`config.mk`:
```
export PLATFORM = sky130hd
export DESIGN_NAME = sse_event_stream_parser_unit
export DESIGN_NICKNAME = d
export VERILOG_FILES = /design/src/rtl/ssep_pkg.sv /design/src/rtl/ssep_core.sv /design/src/rtl/ssep_outq.sv /design/src/rtl/sse_event_stream_parser_unit.sv
export SDC_FILE = /design/constraint.sdc
export NUM_CORES = 1
export LEC_CHECK = 0
export BUFFER_PORTS_ARGS = -buffer_cell sky130_fd_sc_hd__buf_2
export CORE_ASPECT_RATIO = 1.4
export CORE_MARGIN = 10
export CORE_UTILIZATION = 50
export CTS_CLUSTER_DIAMETER = 150
export DETAILED_ROUTE_END_ITERATION = 12
export PLACE_DENSITY = 0.68
export SYNTH_ARGS = -nofsm -noshare
export SYNTH_HDL_FRONTEND = slang
export SYNTH_SLANG_ARGS = --single-unit
```
`constraint.sdc`:
```
create_clock -name clk -period 5.8 [get_ports clk]
set_input_delay 1.45 -clock clk [delete_from_list [all_inputs] [get_ports clk]]
set_output_delay 1.45 -clock clk [all_outputs]
set_load 0.02 [all_outputs]
```
`src/rtl/ssep_pkg.sv`:
```
// Shared types, codes and name tables for the event-stream parser.
`timescale 1ns / 1ps

package ssep_pkg;

  localparam int unsigned OutqDepthDefault = 8;

  typedef enum logic [4:0] {
    PH_START = 5'b00001,
    PH_NAME  = 5'b00010,
    PH_COLON = 5'b00100,
    PH_VALUE = 5'b01000,
    PH_SKIP  = 5'b10000
  } phase_t;

  localparam logic [1:0] KIND_BYTE    = 2'd0;
  localparam logic [1:0] KIND_COMMIT  = 2'd1;
  localparam logic [1:0] KIND_DISCARD = 2'd2;
  localparam logic [1:0] KIND_END     = 2'd3;

  localparam logic [1:0] FIELD_DATA  = 2'd0;
  localparam logic [1:0] FIELD_EVENT = 2'd1;
  localparam logic [1:0] FIELD_ID    = 2'd2;
  localparam logic [1:0] FIELD_NONE  = 2'd3;

  localparam logic [7:0] CHAR_COLON = 8'h3A;
  localparam logic [7:0] CHAR_SPACE = 8'h20;
  localparam logic [7:0] CHAR_CR    = 8'h0D;
  localparam logic [7:0] CHAR_LF    = 8'h0A;
  localparam logic [7:0] CHAR_NUL   = 8'h00;

  typedef struct packed {
    logic [1:0] kind;
    logic [1:0] tag;
    logic [7:0] data;
    logic       has_data;
    logic       last;
  } result_t;

  // Results of one parsed byte: count is 0, 1 or 2.
  typedef struct packed {
    logic [1:0] count;
    result_t    first;
    result_t    second;
  } push_t;

  function automatic logic [2:0] field_length(input logic [1:0] f);
    logic [2:0] len;
    case (f)
      FIELD_DATA:  len = 3'd4;
      FIELD_EVENT: len = 3'd5;
      FIELD_ID:    len = 3'd2;
      default:     len = 3'd0;
    endcase
    return len;
  endfunction

  function automatic logic [7:0] name_char(input logic [1:0] f, input logic [2:0] pos);
    logic [7:0] ch;
    ch = 8'h00;
    case (f)
      FIELD_DATA: begin
        case (pos)
          3'd0:    ch = 8'h64; // d
          3'd1:    ch = 8'h61; // a
          3'd2:    ch = 8'h74; // t
          3'd3:    ch = 8'h61; // a
          default: ch = 8'h00;
        endcase
      end
      FIELD_EVENT: begin
        case (pos)
          3'd0:    ch = 8'h65; // e
          3'd1:    ch = 8'h76; // v
          3'd2:    ch = 8'h65; // e
          3'd3:    ch = 8'h6E; // n
          3'd4:    ch = 8'h74; // t
          default: ch = 8'h00;
        endcase
      end
      FIELD_ID: begin
        case (pos)
          3'd0:    ch = 8'h69; // i
          3'd1:    ch = 8'h64; // d
          default: ch = 8'h00;
        endcase
      end
      default: ch = 8'h00;
    endcase
    return ch;
  endfunction

  function automatic result_t make_result(input logic [1:0] kind, input logic [1:0] tag,
                                          input logic [7:0] data, input logic has_data);
    result_t r;
    r.kind     = kind;
    r.tag      = tag;
    r.data     = data;
    r.has_data = has_data;
    r.last     = 1'b0;
    return r;
  endfunction

endpackage

```
`src/rtl/ssep_core.sv`:
```
// Per-byte line parser: parse state and the results of one registered byte.
`timescale 1ns / 1ps

module ssep_core (
  input  logic            clk,
  input  logic            rst,
  input  logic            byte_valid,
  input  logic [7:0]      byte_in,
  input  logic            eos_in,
  output ssep_pkg::push_t push
);
  import ssep_pkg::*;

  phase_t     phase, phase_next;
  logic [2:0] name_pos, name_pos_next;
  logic [2:0] cand, cand_next;
  logic [1:0] cur_field, cur_field_next;
  logic       id_nul, id_nul_next;
  logic       data_seen, data_seen_next;
  logic       after_cr, after_cr_next;

  always_comb begin
    logic [2:0] eff_pos;
    logic [2:0] eff_cand;
    logic [2:0] keep;
    logic [1:0] matched;
    logic [1:0] tag;
    logic [2:0] pos_inc;
    result_t    r0;
    result_t    r1;
    logic [1:0] n;

    phase_next     = phase;
    name_pos_next  = name_pos;
    cand_next      = cand;
    cur_field_next = cur_field;
    id_nul_next    = id_nul;
    data_seen_next = data_seen;
    after_cr_next  = after_cr;
    r0 = make_result(KIND_BYTE, FIELD_DATA, 8'h00, 1'b0);
    r1 = make_result(KIND_BYTE, FIELD_DATA, 8'h00, 1'b0);
    n  = 2'd0;

    // A name starting on this byte matches against a fresh candidate set.
    eff_pos  = (phase == PH_START) ? 3'd0 : name_pos;
    eff_cand = (phase == PH_START) ? 3'b111 : cand;
    for (int f = 0; f < 3; f++) begin
      keep[f] = eff_cand[f] && (eff_pos < field_length(2'(f)))
                && (name_char(2'(f), eff_pos) == byte_in);
    end
    pos_inc = (eff_pos == 3'd7) ? 3'd7 : eff_pos + 3'd1;

    matched = FIELD_NONE;
    for (int f = 2; f >= 0; f--) begin
      if (cand[f] && (name_pos == field_length(2'(f)))) begin
        matched = 2'(f);
      end
    end

    tag = (phase == PH_NAME) ? matched : cur_field;

    if (byte_valid) begin
      if (eos_in) begin
        if (phase == PH_COLON || phase == PH_VALUE) begin
          r0 = make_result(KIND_DISCARD, cur_field, 8'h00, 1'b0);
          n  = 2'd1;
        end
        if (data_seen) begin
          if (n == 2'd0) begin
            r0 = make_result(KIND_END, FIELD_DATA, 8'h00, 1'b1);
          end else begin
            r1 = make_result(KIND_END, FIELD_DATA, 8'h00, 1'b1);
          end
          n = n + 2'd1;
        end
        phase_next     = PH_START;
        name_pos_next  = 3'd0;
        cand_next      = 3'b111;
        cur_field_next = FIELD_DATA;
        id_nul_next    = 1'b0;
        data_seen_next = 1'b0;
        after_cr_next  = 1'b0;
      end else if (after_cr && byte_in == CHAR_LF) begin
        after_cr_next = 1'b0;
      end else if (byte_in == CHAR_CR || byte_in == CHAR_LF) begin
        after_cr_next = (byte_in == CHAR_CR);
        unique case (phase)
          PH_START: begin
            r0 = make_result(KIND_END, FIELD_DATA, 8'h00, data_seen);
            n  = 2'd1;
            data_seen_next = 1'b0;
          end
          PH_NAME, PH_COLON, PH_VALUE: begin
            // A bare name line never carries an id NUL.
            if (tag != FIELD_NONE) begin
              if (tag == FIELD_ID && id_nul && phase != PH_NAME) begin
                r0 = make_result(KIND_DISCARD, tag, 8'h00, 1'b0);
              end else begin
                r0 = make_result(KIND_COMMIT, tag, 8'h00, 1'b0);
                if (tag == FIELD_DATA) begin
                  data_seen_next = 1'b1;
                end
              end
              n = 2'd1;
            end
          end
          default: begin
          end
        endcase
        phase_next  = PH_START;
        id_nul_next = 1'b0;
      end else begin
        after_cr_next = 1'b0;
        unique case (phase)
          PH_START, PH_NAME: begin
            if (byte_in == CHAR_COLON) begin
              if (phase == PH_NAME && matched != FIELD_NONE) begin
                cur_field_next = matched;
                id_nul_next    = 1'b0;
                phase_next     = PH_COLON;
              end else begin
                phase_next = PH_SKIP;
              end
            end else begin
              cand_next     = keep;
              name_pos_next = pos_inc;
              phase_next    = (keep == 3'b000) ? PH_SKIP : PH_NAME;
            end
          end
          PH_COLON, PH_VALUE: begin
            phase_next = PH_VALUE;
            if (!(phase == PH_COLON && byte_in == CHAR_SPACE)) begin
              if (cur_field == FIELD_ID && byte_in == CHAR_NUL) begin
                id_nul_next = 1'b1;
              end
              r0 = make_result(KIND_BYTE, cur_field, byte_in, 1'b0);
              n  = 2'd1;
            end
          end
          default: begin
          end
        endcase
      end
    end

    if (n == 2'd1) begin
      r0.last = 1'b1;
    end
    if (n == 2'd2) begin
      r1.last = 1'b1;
    end
    push.count  = n;
    push.first  = r0;
    push.second = r1;
  end

  always_ff @(posedge clk) begin
    if (rst) begin
      phase     <= PH_START;
      name_pos  <= 3'd0;
      cand      <= 3'b111;
      cur_field <= FIELD_DATA;
      id_nul    <= 1'b0;
      data_seen <= 1'b0;
      after_cr  <= 1'b0;
    end else begin
      phase     <= phase_next;
      name_pos  <= name_pos_next;
      cand      <= cand_next;
      cur_field <= cur_field_next;
      id_nul    <= id_nul_next;
      data_seen <= data_seen_next;
      after_cr  <= after_cr_next;
    end
  end

  a_two_only_on_eos: assert property (@(posedge clk) disable iff (rst)
    (push.count == 2'd2) |-> (byte_valid && eos_in))
    else $error("two results from a byte that is not end of stream");

  a_eos_clears: assert property (@(posedge clk) disable iff (rst)
    (byte_valid && eos_in) |=> (phase == PH_START && !data_seen && !after_cr))
    else $error("state not cleared after end of stream");

  a_lf_after_cr_silent: assert property (@(posedge clk) disable iff (rst)
    (byte_valid && !eos_in && after_cr && byte_in == CHAR_LF) |->
      (push.count == 2'd0 && phase_next == phase))
    else $error("LF after CR produced results or moved the phase");

endmodule

```
`src/rtl/ssep_outq.sv`:
```
// Result queue between the parser and the output channel.
`timescale 1ns / 1ps

module ssep_outq #(
  parameter int unsigned Depth = ssep_pkg::OutqDepthDefault
) (
  input  logic                       clk,
  input  logic                       rst,
  input  ssep_pkg::push_t            push,
  output ssep_pkg::result_t          head,
  output logic                       head_valid,
  input  logic                       head_stall,
  output logic [$clog2(Depth+1)-1:0] count
);
  import ssep_pkg::*;

  localparam int unsigned PtrW = (Depth > 1) ? $clog2(Depth) : 1;
  localparam int unsigned CntW = $clog2(Depth + 1);

  result_t         mem [Depth];
  logic [PtrW-1:0] wr_ptr, rd_ptr;
  logic [PtrW-1:0] wr_ptr_inc;
  logic            pop;

  function automatic logic [PtrW-1:0] ptr_inc(input logic [PtrW-1:0] p);
    return (p == PtrW'(Depth - 1)) ? '0 : p + PtrW'(1);
  endfunction

  assign wr_ptr_inc = ptr_inc(wr_ptr);
  assign head_valid = (count != '0);
  assign head       = mem[rd_ptr];
  assign pop        = head_valid && !head_stall;

  always_ff @(posedge clk) begin
    if (push.count != 2'd0) begin
      mem[wr_ptr] <= push.first;
    end
    if (push.count == 2'd2) begin
      mem[wr_ptr_inc] <= push.second;
    end
  end

  always_ff @(posedge clk) begin
    if (rst) begin
      wr_ptr <= '0;
      rd_ptr <= '0;
      count  <= '0;
    end else begin
      if (push.count == 2'd1) begin
        wr_ptr <= wr_ptr_inc;
      end else if (push.count == 2'd2) begin
        wr_ptr <= ptr_inc(wr_ptr_inc);
      end
      if (pop) begin
        rd_ptr <= ptr_inc(rd_ptr);
      end
      count <= count + CntW'(push.count) - CntW'(pop);
    end
  end

  a_no_overflow: assert property (@(posedge clk) disable iff (rst)
    (CntW'(push.count) <= CntW'(Depth) - count))
    else $error("result queue overflow");

  a_count_holds: assert property (@(posedge clk) disable iff (rst)
    (push.count == 2'd0 && !pop) |=> $stable(count))
    else $error("queue count moved without push or pop");

  a_push_code: assert property (@(posedge clk) disable iff (rst)
    (push.count != 2'd3))
    else $error("illegal push count");

endmodule

```
`src/rtl/sse_event_stream_parser_unit.sv`:
```
// Top level of the server-sent event stream parser.
`timescale 1ns / 1ps

//  channel   | direction | handshake           | payload
//  ----------+-----------+---------------------+----------------------------------------
//  input     | in        | in_valid / in_stall | stream_byte, end_of_stream
//  result    | out       | out_valid/out_stall | item_kind, field_tag, value_byte,
//            |           |                     | event_has_data, last_of_run
//
//  One byte request is taken per cycle while in_stall is low. It is held in the input
//  register, then the parser updates its line state and writes its zero to two results
//  into the result queue, whose head drives the result channel.
//  Reset (rst, synchronous) returns the parser to line start and empties the queue.
//  in_stall rises only when the result queue could not absorb the worst case of two
//  results for the byte in flight plus the next one; out_stall just holds the queue.

module sse_event_stream_parser_unit #(
  parameter int unsigned OutqDepth = ssep_pkg::OutqDepthDefault  // at least 4
) (
  input  logic       clk,
  input  logic       rst,
  input  logic       in_valid,
  output logic       in_stall,
  input  logic [7:0] stream_byte,
  input  logic       end_of_stream,
  output logic       out_valid,
  input  logic       out_stall,
  output logic [1:0] item_kind,
  output logic [1:0] field_tag,
  output logic [7:0] value_byte,
  output logic       event_has_data,
  output logic       last_of_run
);
  import ssep_pkg::*;

  localparam int unsigned CntW = $clog2(OutqDepth + 1);

  // Input register: one byte request waiting for the parser.
  logic            byte_valid;
  logic [7:0]      byte_reg;
  logic            eos_reg;
  logic            in_take;

  push_t           push;
  result_t         head;
  logic [CntW-1:0] q_count;

  // Reserve room for two results of the byte in flight and two of the next.
  assign in_stall = byte_valid ? (q_count > CntW'(OutqDepth - 4))
                               : (q_count > CntW'(OutqDepth - 2));
  assign in_take  = in_valid && !in_stall;

  always_ff @(posedge clk) begin
    if (rst) begin
      byte_valid <= 1'b0;
    end else begin
      byte_valid <= in_take;
    end
  end

  // Payload: load on accept only, no reset needed.
  always_ff @(posedge clk) begin
    if (in_take) begin
      byte_reg <= stream_byte;
      eos_reg  <= end_of_stream;
    end
  end

  ssep_core u_core (
    .clk        (clk),
    .rst        (rst),
    .byte_valid (byte_valid),
    .byte_in    (byte_reg),
    .eos_in     (eos_reg),
    .push       (push)
  );

  ssep_outq #(
    .Depth (OutqDepth)
  ) u_outq (
    .clk        (clk),
    .rst        (rst),
    .push       (push),
    .head       (head),
    .head_valid (out_valid),
    .head_stall (out_stall),
    .count      (q_count)
  );

  // Drive the result fields straight from the queue head.
  assign item_kind      = head.kind;
  assign field_tag      = head.tag;
  assign value_byte     = head.data;
  assign event_has_data = head.has_data;
  assign last_of_run    = head.last;

endmodule
```
==> flow_metrics.env, run 1 <==
export IMPL_status="complete, no violations"
export IMPL_path_class="flop to flop"
export IMPL_syn2layout_area_growth_pct=9.61
export IMPL_vias=6103
export IMPL_synth_edf_count=41
export IMPL_hold_path_class="flop to flop"
export IMPL_r2r_start="u_core.phase[0]$_SDFFE_PP1P_"
export IMPL_yosysMostFrequentCell="nand2_1"
export IMPL_ctsRootBufferMaster="clkbuf_16"
export IMPL_hpwl_um=14300
export IMPL_grt_pass1_wl_um=31400
export IMPL_period_share_pct=68.9
export IMPL_netlist_instances=807
export IMPL_ir_worst_vdd_uv=210
export IMPL_final_cell_count_no_fill=1013
export IMPL_io_pins=29
export IMPL_via_per_inst=6.02
export IMPL_maxCapViolations=0
export IMPL_insertedDiodeCount=0
export IMPL_grt_pass1_vias=6067
export IMPL_synth_warnings=0
export IMPL_synth_top_area_share_pct=28.8
export IMPL_power_density_nw_per_um2=324
export IMPL_ys_seq_area_share_pct=44.9
export IMPL_coreArea_sq_um=15100
export IMPL_grt_overflow_total=0
export IMPL_ys_top_cells_by_area="dfxtp_1 29%, edfxtp_1 16%, mux4_2 8.2%"
export IMPL_grt_max_degree=29
export IMPL_crit_path_start="u_core.phase[0]$_SDFFE_PP1P_"
export IMPL_layout_drive_gt1_share_pct=14.6
export IMPL_synthArstFlopShare_pct=0
export IMPL_worst_pin_slew_ps=1270
export IMPL_wl_per_cell_um=19.2
export IMPL_dp_cells=981
export IMPL_ctsHoldBuffers=0
export IMPL_largest_reg_flops=112
export IMPL_post_cts_buffers=0
export IMPL_dr_pass1_iters=5
export IMPL_wl_um=19400
export IMPL_postLayoutCellArea_sq_um=8390
export IMPL_power_leakage_nw=2.98
export IMPL_synth_area_leader_cell="dfxtp_1"
export IMPL_grtUsageTotal_pct=18.5
export IMPL_clock_path_buffers=2
export IMPL_hold_start="u_outq.mem[3][9]$_SDFFE_PP0P_"
export IMPL_final_max_slew_viol_count=0
export IMPL_numClockSinks=151
export IMPL_fp_dieW_um=125
export IMPL_synthesis_nets=843
export IMPL_drc_errors=0
export IMPL_rsz0062_at_grt="false"
export IMPL_netlist_area_sq_um=7650
export IMPL_port_buffers=28
export IMPL_critical_path_required_ps=5920
export IMPL_h_tree_depth=4
export IMPL_cp_max_fo=17
export IMPL_clock_fmax_ghz=0.250
export IMPL_ys_flop_type="dfxtp_1"
export IMPL_finalHoldViolCount=0
export IMPL_ys_seq_elements=151
export IMPL_worstPathArrival_ps=4120
export IMPL_finalSetupViolCount=0
export IMPL_numCtsBuffers=17
export IMPL_antenna_found_initial=0
export IMPL_synth_cell_types=70
export IMPL_gp_congestion=0.927
export IMPL_ant_nets=0
export IMPL_yosys_top_cells_count="149 x nand2_1, 110 x dfxtp_1, 72 x o21ai_0, 52 x a21oi_1, 41 x edfxtp_1"
export IMPL_endpoint_kind="flop"
export IMPL_max_slew_margin_pct=14.8
export IMPL_nets=844
export IMPL_cts_tree="done"
export IMPL_tns_ps=0
export IMPL_die_area_sq_um=20700
export IMPL_die_height_um=166
export IMPL_finClkSkew_ps=11.0
export IMPL_start_util_pct=50.8
export IMPL_post_cts_resized=0
export IMPL_drt_initial_drc_count=478
export IMPL_num_rows=53
export IMPL_clkLatencyLatePin_ps=430
export IMPL_placed_cell_area_sq_um=7800
export IMPL_syn_avg_cell_area_sq_um=9.48
export IMPL_period_minus_slack_ps=4000
export IMPL_startpoint_type="flop"
export IMPL_clkTransAtPathRegs_ps=60
==> logic make-up (layout without fill, tap and decap cells) <==
| group | Yosys count | in the layout | synth area share (%) |
|---|---|---|---|
| AO/OA/AOI/OAI | 195 | 195 | 15.3 |
| flip-flops | 151 | 151 | 44.9 |
| AND/OR/NAND/NOR | 297 | 297 | 18.4 |
| multiplexers | 50 | 50 | 11.4 |
| adder cells (fa/ha/maj) | 23 | 23 | 3.86 |
| XOR/XNOR | 10 | 10 | 1.14 |
| buffers and inverters | 81 | 95 | 5.04 |
==> metrics by stage <==
stage / power [mW] / hold slack [ps] / utilization [%] / setup WS [ps]
final: 2.72 / 456 / 55.7 / 1800
after global routing: 2.84 / 472 / 55.7 / 1420
after CTS: 2.74 / 456 / 55.7 / 1780
after detailed placement: 1.65 / 442 / 51.8 / 1820
after global placement: 1.63 / 430 / 51.8 / 1980
after floorplan: 1.55 / 420 / - / 2300
==> area by class of cell <==
class / count / area (sq um)
inverter: 31 / 116
fill: 1287 / 6660
clock inverter: 13 / 129
clock buffer: 19 / 464
tap: 192 / 240
multi-input combinational: 575 / 3830
timing repair buffer: 32 / 170
sequential: 151 / 3430
==> worst paths after layout <==
| check | cells past startpoint | endpoint | slack, ps |
|---|---|---|---|
| hold reg to reg | 2 | u_outq.mem[3][9]$_SDFFE_PP0P_ | 460 |
| setup reg to reg | 12 | u_outq.mem[5][1]$_DFFE_PP_ | 1800 |
| hold / removal | 2 | u_outq.mem[3][9]$_SDFFE_PP0P_ | 460 |
| setup / recovery | 12 | u_outq.mem[5][1]$_DFFE_PP_ | 1800 |
==> report_power, final <==
part	switching, mW	internal, mW
registers	0.100	1.12
logic	0.212	0.184
clock network	0.462	0.639
total	0.774	1.95
==> layout by cell type (no fill, tap or decap), types with 8 or more instances in the layout <==
master | Yosys | layout
a21oi_1 | 52 | 52
and2_1 | 15 | 15
buf_2 | 5 | 28
clkbuf_16 | 0 | 18
dfxtp_1 | 110 | 109
edfxtp_1 | 41 | 41
ha_1 | 22 | 22
inv_1 | 30 | 30
mux2_2 | 15 | 15
mux4_2 | 28 | 28
nand2_1 | 149 | 149
nand3_1 | 24 | 24
nor2_1 | 36 | 36
nor2b_1 | 11 | 11
nor3_1 | 13 | 13
nor4_1 | 8 | 8
o21ai_0 | 72 | 72
o22ai_1 | 24 | 24
==> layer usage <==
metal,track usage (%),up-vias,wire (um)
li1,-,2912,-
met1,20.1,2951,7440
met2,33.8,190,10400
met3,3.77,50,1010
met4,7.92,0,574
met5,0,-,0
==> worst max-delay path: stages, from the launching register on <==
cell and delay, ps:
dfxtp_1 420, nor3_1 290, nor2b_1 560, inv_2 130, a31oi_1 180, a21oi_1 60, o31ai_1 270, nand2_1 130
ha_1 270, nor2_1 250, nand3_1 480, and2_1 470, inv_1 180
No activity file was read; power rests on OpenSTA's default activity.
==> run 2: changes to the inputs <==
- clock period: 5.8 -> 4.1 ns (I/O delays scaled with it)
==> run 2 against run 1 <==
Against the previous run:
- critical path depth is 1 lower
- cell area is 1.7% higher
- clock-buffer cell count is 2 higher
- highest routed layer unchanged
==> flow_metrics.env, run 2 (synthesis results as in run 1) <==
export IMPL_status="complete, no violations"
export IMPL_syn2layout_area_growth_pct=11.4
export IMPL_dr_pass1_iters=5
export IMPL_cp_max_fo=9
export IMPL_ctsRootBufferMaster="clkbuf_16"
export IMPL_grt_pass1_vias=6179
export IMPL_coreArea_sq_um=15100
export IMPL_grt_overflow_total=0
export IMPL_gp_congestion=0.953
export IMPL_grt_pass1_wl_um=33400
export IMPL_holdPathStages=2
export IMPL_ant_nets=0
export IMPL_io_pins=29
export IMPL_wl_um=21000
export IMPL_nets=859
export IMPL_hold_start="u_outq.mem[2][2]$_SDFFE_PP0P_"
export IMPL_cts_tree="done"
export IMPL_h_tree_depth=4
export IMPL_endpoint_kind="flop"
export IMPL_worst_pin_slew_ps=1360
export IMPL_via_per_inst=6.10
export IMPL_grt_max_degree=29
export IMPL_postLayoutCellArea_sq_um=8530
export IMPL_final_max_slew_viol_count=0
export IMPL_startpoint_type="flop"
export IMPL_ctsHoldBuffers=0
export IMPL_worstPathArrival_ps=3760
export IMPL_start_util_pct=50.8
export IMPL_drc_errors=0
export IMPL_clock_path_buffers=2
export IMPL_final_common_cell="nand2_1"
export IMPL_power_density_nw_per_um2=462
export IMPL_maxCapViolations=0
export IMPL_grtUsageTotal_pct=20.0
export IMPL_layout_common_cells="149 x nand2_1, 109 x dfxtp_1, 72 x o21ai_0"
export IMPL_die_area_sq_um=20700
export IMPL_port_buffers=28
export IMPL_path_class="flop to flop"
export IMPL_final_cell_count_no_fill=1028
export IMPL_ff2ff_path_depth=11
export IMPL_power_total_mw=3.94
export IMPL_critical_path_required_ps=4250
export IMPL_clock_fmax_ghz=0.277
export IMPL_post_cts_buffers=0
export IMPL_largest_reg_flops=112
export IMPL_max_slew_margin_pct=8.39
export IMPL_crit_path_start="u_core.name_pos[2]$_SDFFE_PP0P_"
export IMPL_clkLatencyLatePin_ps=430
export IMPL_period_minus_slack_ps=3610
export IMPL_finClkSkew_ps=9.23
export IMPL_vias=6274
export IMPL_clkTransAtPathRegs_ps=60
export IMPL_wl_per_cell_um=20.5
export IMPL_die_height_um=166
export IMPL_hold_path_class="flop to flop"
export IMPL_dp_cells=996
export IMPL_rsz0062_at_grt="false"
export IMPL_post_cts_resized=0
export IMPL_power_leakage_nw=3.07
export IMPL_numClockSinks=151
export IMPL_finalHoldViolCount=0
export IMPL_period_share_pct=88.1
export IMPL_layout_drive_gt1_share_pct=16.0
export IMPL_insertedDiodeCount=0
export IMPL_placed_cell_area_sq_um=7910
export IMPL_finalSetupViolCount=0
export IMPL_numCtsBuffers=17
export IMPL_hpwl_um=15200
export IMPL_r2r_start="u_core.name_pos[2]$_SDFFE_PP0P_"
export IMPL_tns_ps=0
export IMPL_num_rows=53
export IMPL_drt_initial_drc_count=521
export IMPL_fp_dieW_um=125
export IMPL_ir_worst_vdd_uv=285
export IMPL_antenna_found_initial=0
==> run 2: changes by cell type in the layout (fill, tap and decap cells not counted) <==
| cell | previous run | this run |
|---|---|---|
| buf_4 | 4 | 19 |
| bufinv_16 | 1 | 2 |
| clkbuf_1 | 0 | 1 |
| clkbuf_16 | 18 | 19 |
| clkinv_2 | 0 | 2 |
| clkinv_4 | 2 | 0 |
| inv_6 | 7 | 3 |
| inv_8 | 0 | 1 |
==> run 2: area by class of cell <==
cell class              instances  area, sq um
clock buffers                  21          493
clock inverters                11          128
fillers                      1341         6520
inverters                      31          116
multi-input cells             575         3830
flip-flops and latches        151         3430
well taps                     192          240
repair buffers                 47          283
==> run 2: worst paths after layout <==
| kind | end | slack [ps] |
|---|---|---|
| worst max-delay path | u_outq.mem[3][12]$_DFFE_PP_ | 490 |
| worst min-delay path | u_outq.mem[2][2]$_SDFFE_PP0P_ | 460 |
| worst max register to register | u_outq.mem[3][12]$_DFFE_PP_ | 490 |
| worst min register to register | u_outq.mem[2][2]$_SDFFE_PP0P_ | 460 |
==> run 2: power breakdown <==
part | switching, mW | total (mW) | internal [mW]
Clock | 0.633 | 1.63 | 0.993
Combinational | 0.331 | 0.601 | 0.270
Sequential | 0.127 | 1.72 | 1.59
Total | 1.09 | 3.94 | 2.85
==> run 2: layer usage <==
layer  vias to the layer above  global-route usage, %  share of wire [%]
li1                       2936                      -                  -
met1                      3069                   22.0                 38
met2                       222                   36.2                 54
met3                        47                   3.83                5.4
met4                         0                   9.24                2.9
met5                         -                      0                  0
==> run 2: critical path, stage by stage, from the launching register on <==
cell and delay [ps]:
dfxtp_1 400, nor4bb_1 550, o21ba_1 230, o21ai_0 260, a21oi_1 110, o31ai_1 280, nand2_1 140, ha_1 250
nand2b_1 120, or3_1 270, and2_1 520, inv_1 210
==> run 2: per-stage QoR <==
stage / worst slack [ps] / hold WS, ps / utilization [%]
3_3_place_gp: 662 / 432 / 52.5
6_report: 489 / 456 / 56.7
3_5_place_dp: 607 / 442 / 52.5
2_1_floorplan: 997 / 420 / -
5_1_grt: 164 / 465 / 56.7
4_1_cts: 550 / 454 / 56.7
==> run 3: changes to the inputs <==
- PLACE_DENSITY: 0.68 -> 0.78
- clock period: 4.1 -> 3.5 ns (I/O delays scaled with it)
==> run 3 against run 2 <==
Against the previous run:
- worst setup slack worse by 150 ps
- worst hold slack worse by 3.1 ps
- routed wire length is 7.6% lower
- flip-flop and latch count stayed put
- first-iteration DRC count is 4.2% lower
- clock-buffer cell count is 2 lower
- register-to-register slack worse by 150 ps
- highest routed layer unchanged
==> flow_metrics.env, run 3 (synthesis results as in run 1) <==
export IMPL_status="complete, no violations"
export IMPL_clkLatencyLatePin_ps=430
export IMPL_critical_path_required_ps=3740
export IMPL_numCtsBuffers=17
export IMPL_die_area_sq_um=20700
export IMPL_clock_path_buffers=2
export IMPL_placed_cell_area_sq_um=8110
export IMPL_antenna_found_initial=0
export IMPL_drc_errors=0
export IMPL_dr_pass1_iters=5
export IMPL_path_class="flop to flop"
export IMPL_hold_path_class="flop to flop"
export IMPL_postLayoutCellArea_sq_um=8740
export IMPL_max_slew_margin_pct=29.8
export IMPL_power_density_nw_per_um2=532
export IMPL_startpoint_type="flop"
export IMPL_cts_tree="done"
export IMPL_via_per_inst=5.95
export IMPL_tns_ps=0
export IMPL_finClkSkew_ps=11.9
export IMPL_pre_cts_ws_ps=93.3
export IMPL_num_rows=53
export IMPL_nFillCells=1249
export IMPL_port_buffers=28
export IMPL_post_cts_buffers=0
export IMPL_grt_pass1_wl_um=31200
export IMPL_layout_common_cells="149 x nand2_1, 109 x dfxtp_1, 72 x o21ai_0"
export IMPL_period_minus_slack_ps=3160
export IMPL_gp_congestion=0.948
export IMPL_power_leakage_nw=3.19
export IMPL_maxCapViolations=0
export IMPL_rsz0062_at_grt="false"
export IMPL_period_share_pct=90.3
export IMPL_final_common_cell="nand2_1"
export IMPL_vias=6260
export IMPL_syn2layout_area_growth_pct=14.2
export IMPL_die_height_um=166
export IMPL_grt_pass1_vias=6276
export IMPL_final_max_slew_viol_count=0
export IMPL_ant_nets=0
export IMPL_largest_reg_flops=112
export IMPL_final_cell_count_no_fill=1052
export IMPL_drt_initial_drc_count=499
export IMPL_fp_dieW_um=125
export IMPL_clock_fmax_ghz=0.316
export IMPL_worstPathArrival_ps=3400
export IMPL_numClockSinks=151
export IMPL_setup_ws_ps=339
export IMPL_grtUsageTotal_pct=18.2
export IMPL_whs_ps=453
export IMPL_io_pins=29
export IMPL_start_util_pct=50.8
export IMPL_layout_drive_gt1_share_pct=18.6
export IMPL_wl_per_cell_um=18.5
export IMPL_clkTransAtPathRegs_ps=70
export IMPL_fin_util_pct=58.1
export IMPL_worst_pin_slew_ps=1040
export IMPL_finalSetupViolCount=0
export IMPL_ir_worst_vdd_uv=302
export IMPL_post_cts_resized=0
export IMPL_cp_max_fo=11
export IMPL_dp_cells=1020
export IMPL_power_total_mw=4.65
export IMPL_endpoint_kind="flop"
export IMPL_coreArea_sq_um=15100
export IMPL_ctsHoldBuffers=0
export IMPL_hpwl_um=14400
export IMPL_insertedDiodeCount=0
export IMPL_finalHoldViolCount=0
export IMPL_h_tree_depth=4
export IMPL_nets=883
export IMPL_grt_max_degree=29
export IMPL_ctsRootBufferMaster="clkbuf_16"
export IMPL_wl_um=19400
export IMPL_grt_overflow_total=0
-- run 3: worst max-delay path, stage by stage, from the launching register on --
cell	delay [ps]
edfxtp_1	540
and3b_1	270
o211a_1	280
a31oi_1	180
a21oi_1	60
o31ai_1	270
nand2_1	120
ha_1	270
nor3_1	340
o21ai_0	320
o21ai_0	310
-- run 3: final timing paths --
kind              slack (ps)  depth (start not counted)                       endpoint                     startpoint
setup / recovery         340                         10    u_outq.mem[4][12]$_DFFE_PP_          byte_reg[2]$_DFFE_PP_
hold / removal           450                          2  u_outq.mem[1][4]$_SDFFE_PP0P_  u_outq.mem[1][4]$_SDFFE_PP0P_
setup reg to reg         340                         10    u_outq.mem[4][12]$_DFFE_PP_          byte_reg[2]$_DFFE_PP_
hold reg to reg          450                          2  u_outq.mem[1][4]$_SDFFE_PP0P_  u_outq.mem[1][4]$_SDFFE_PP0P_
-- run 3: routing by layer --
metal	global-route usage [%]	vias up	part of all wire [%]
met4	8.74	0	3.0
met3	3.29	68	5.3
li1	-	2985	-
met5	0	-	0
met2	34.5	240	55
met1	18.6	2967	37
-- run 3: area by class of cell --
| class | instances | area, sq um | share of cell area [%] |
|---|---|---|---|
| clock inverters | 13 | 141 | 1.62 |
| flip-flops and latches | 151 | 3430 | 39.3 |
| inverters | 31 | 116 | 1.33 |
| clock buffers | 19 | 475 | 5.44 |
| well taps | 192 | 240 | 2.75 |
| repair buffers | 71 | 488 | 5.58 |
| multi-input cells | 575 | 3840 | 44.0 |
-- run 3: where the power goes --
part           switching [mW]  internal (mW)  leakage, nW  total [mW]
registers              0.0957           1.86         1.23        1.96
logic                   0.431          0.358         1.65       0.790
clock network           0.803           1.10        0.306        1.90
total                    1.33           3.32         3.19        4.65
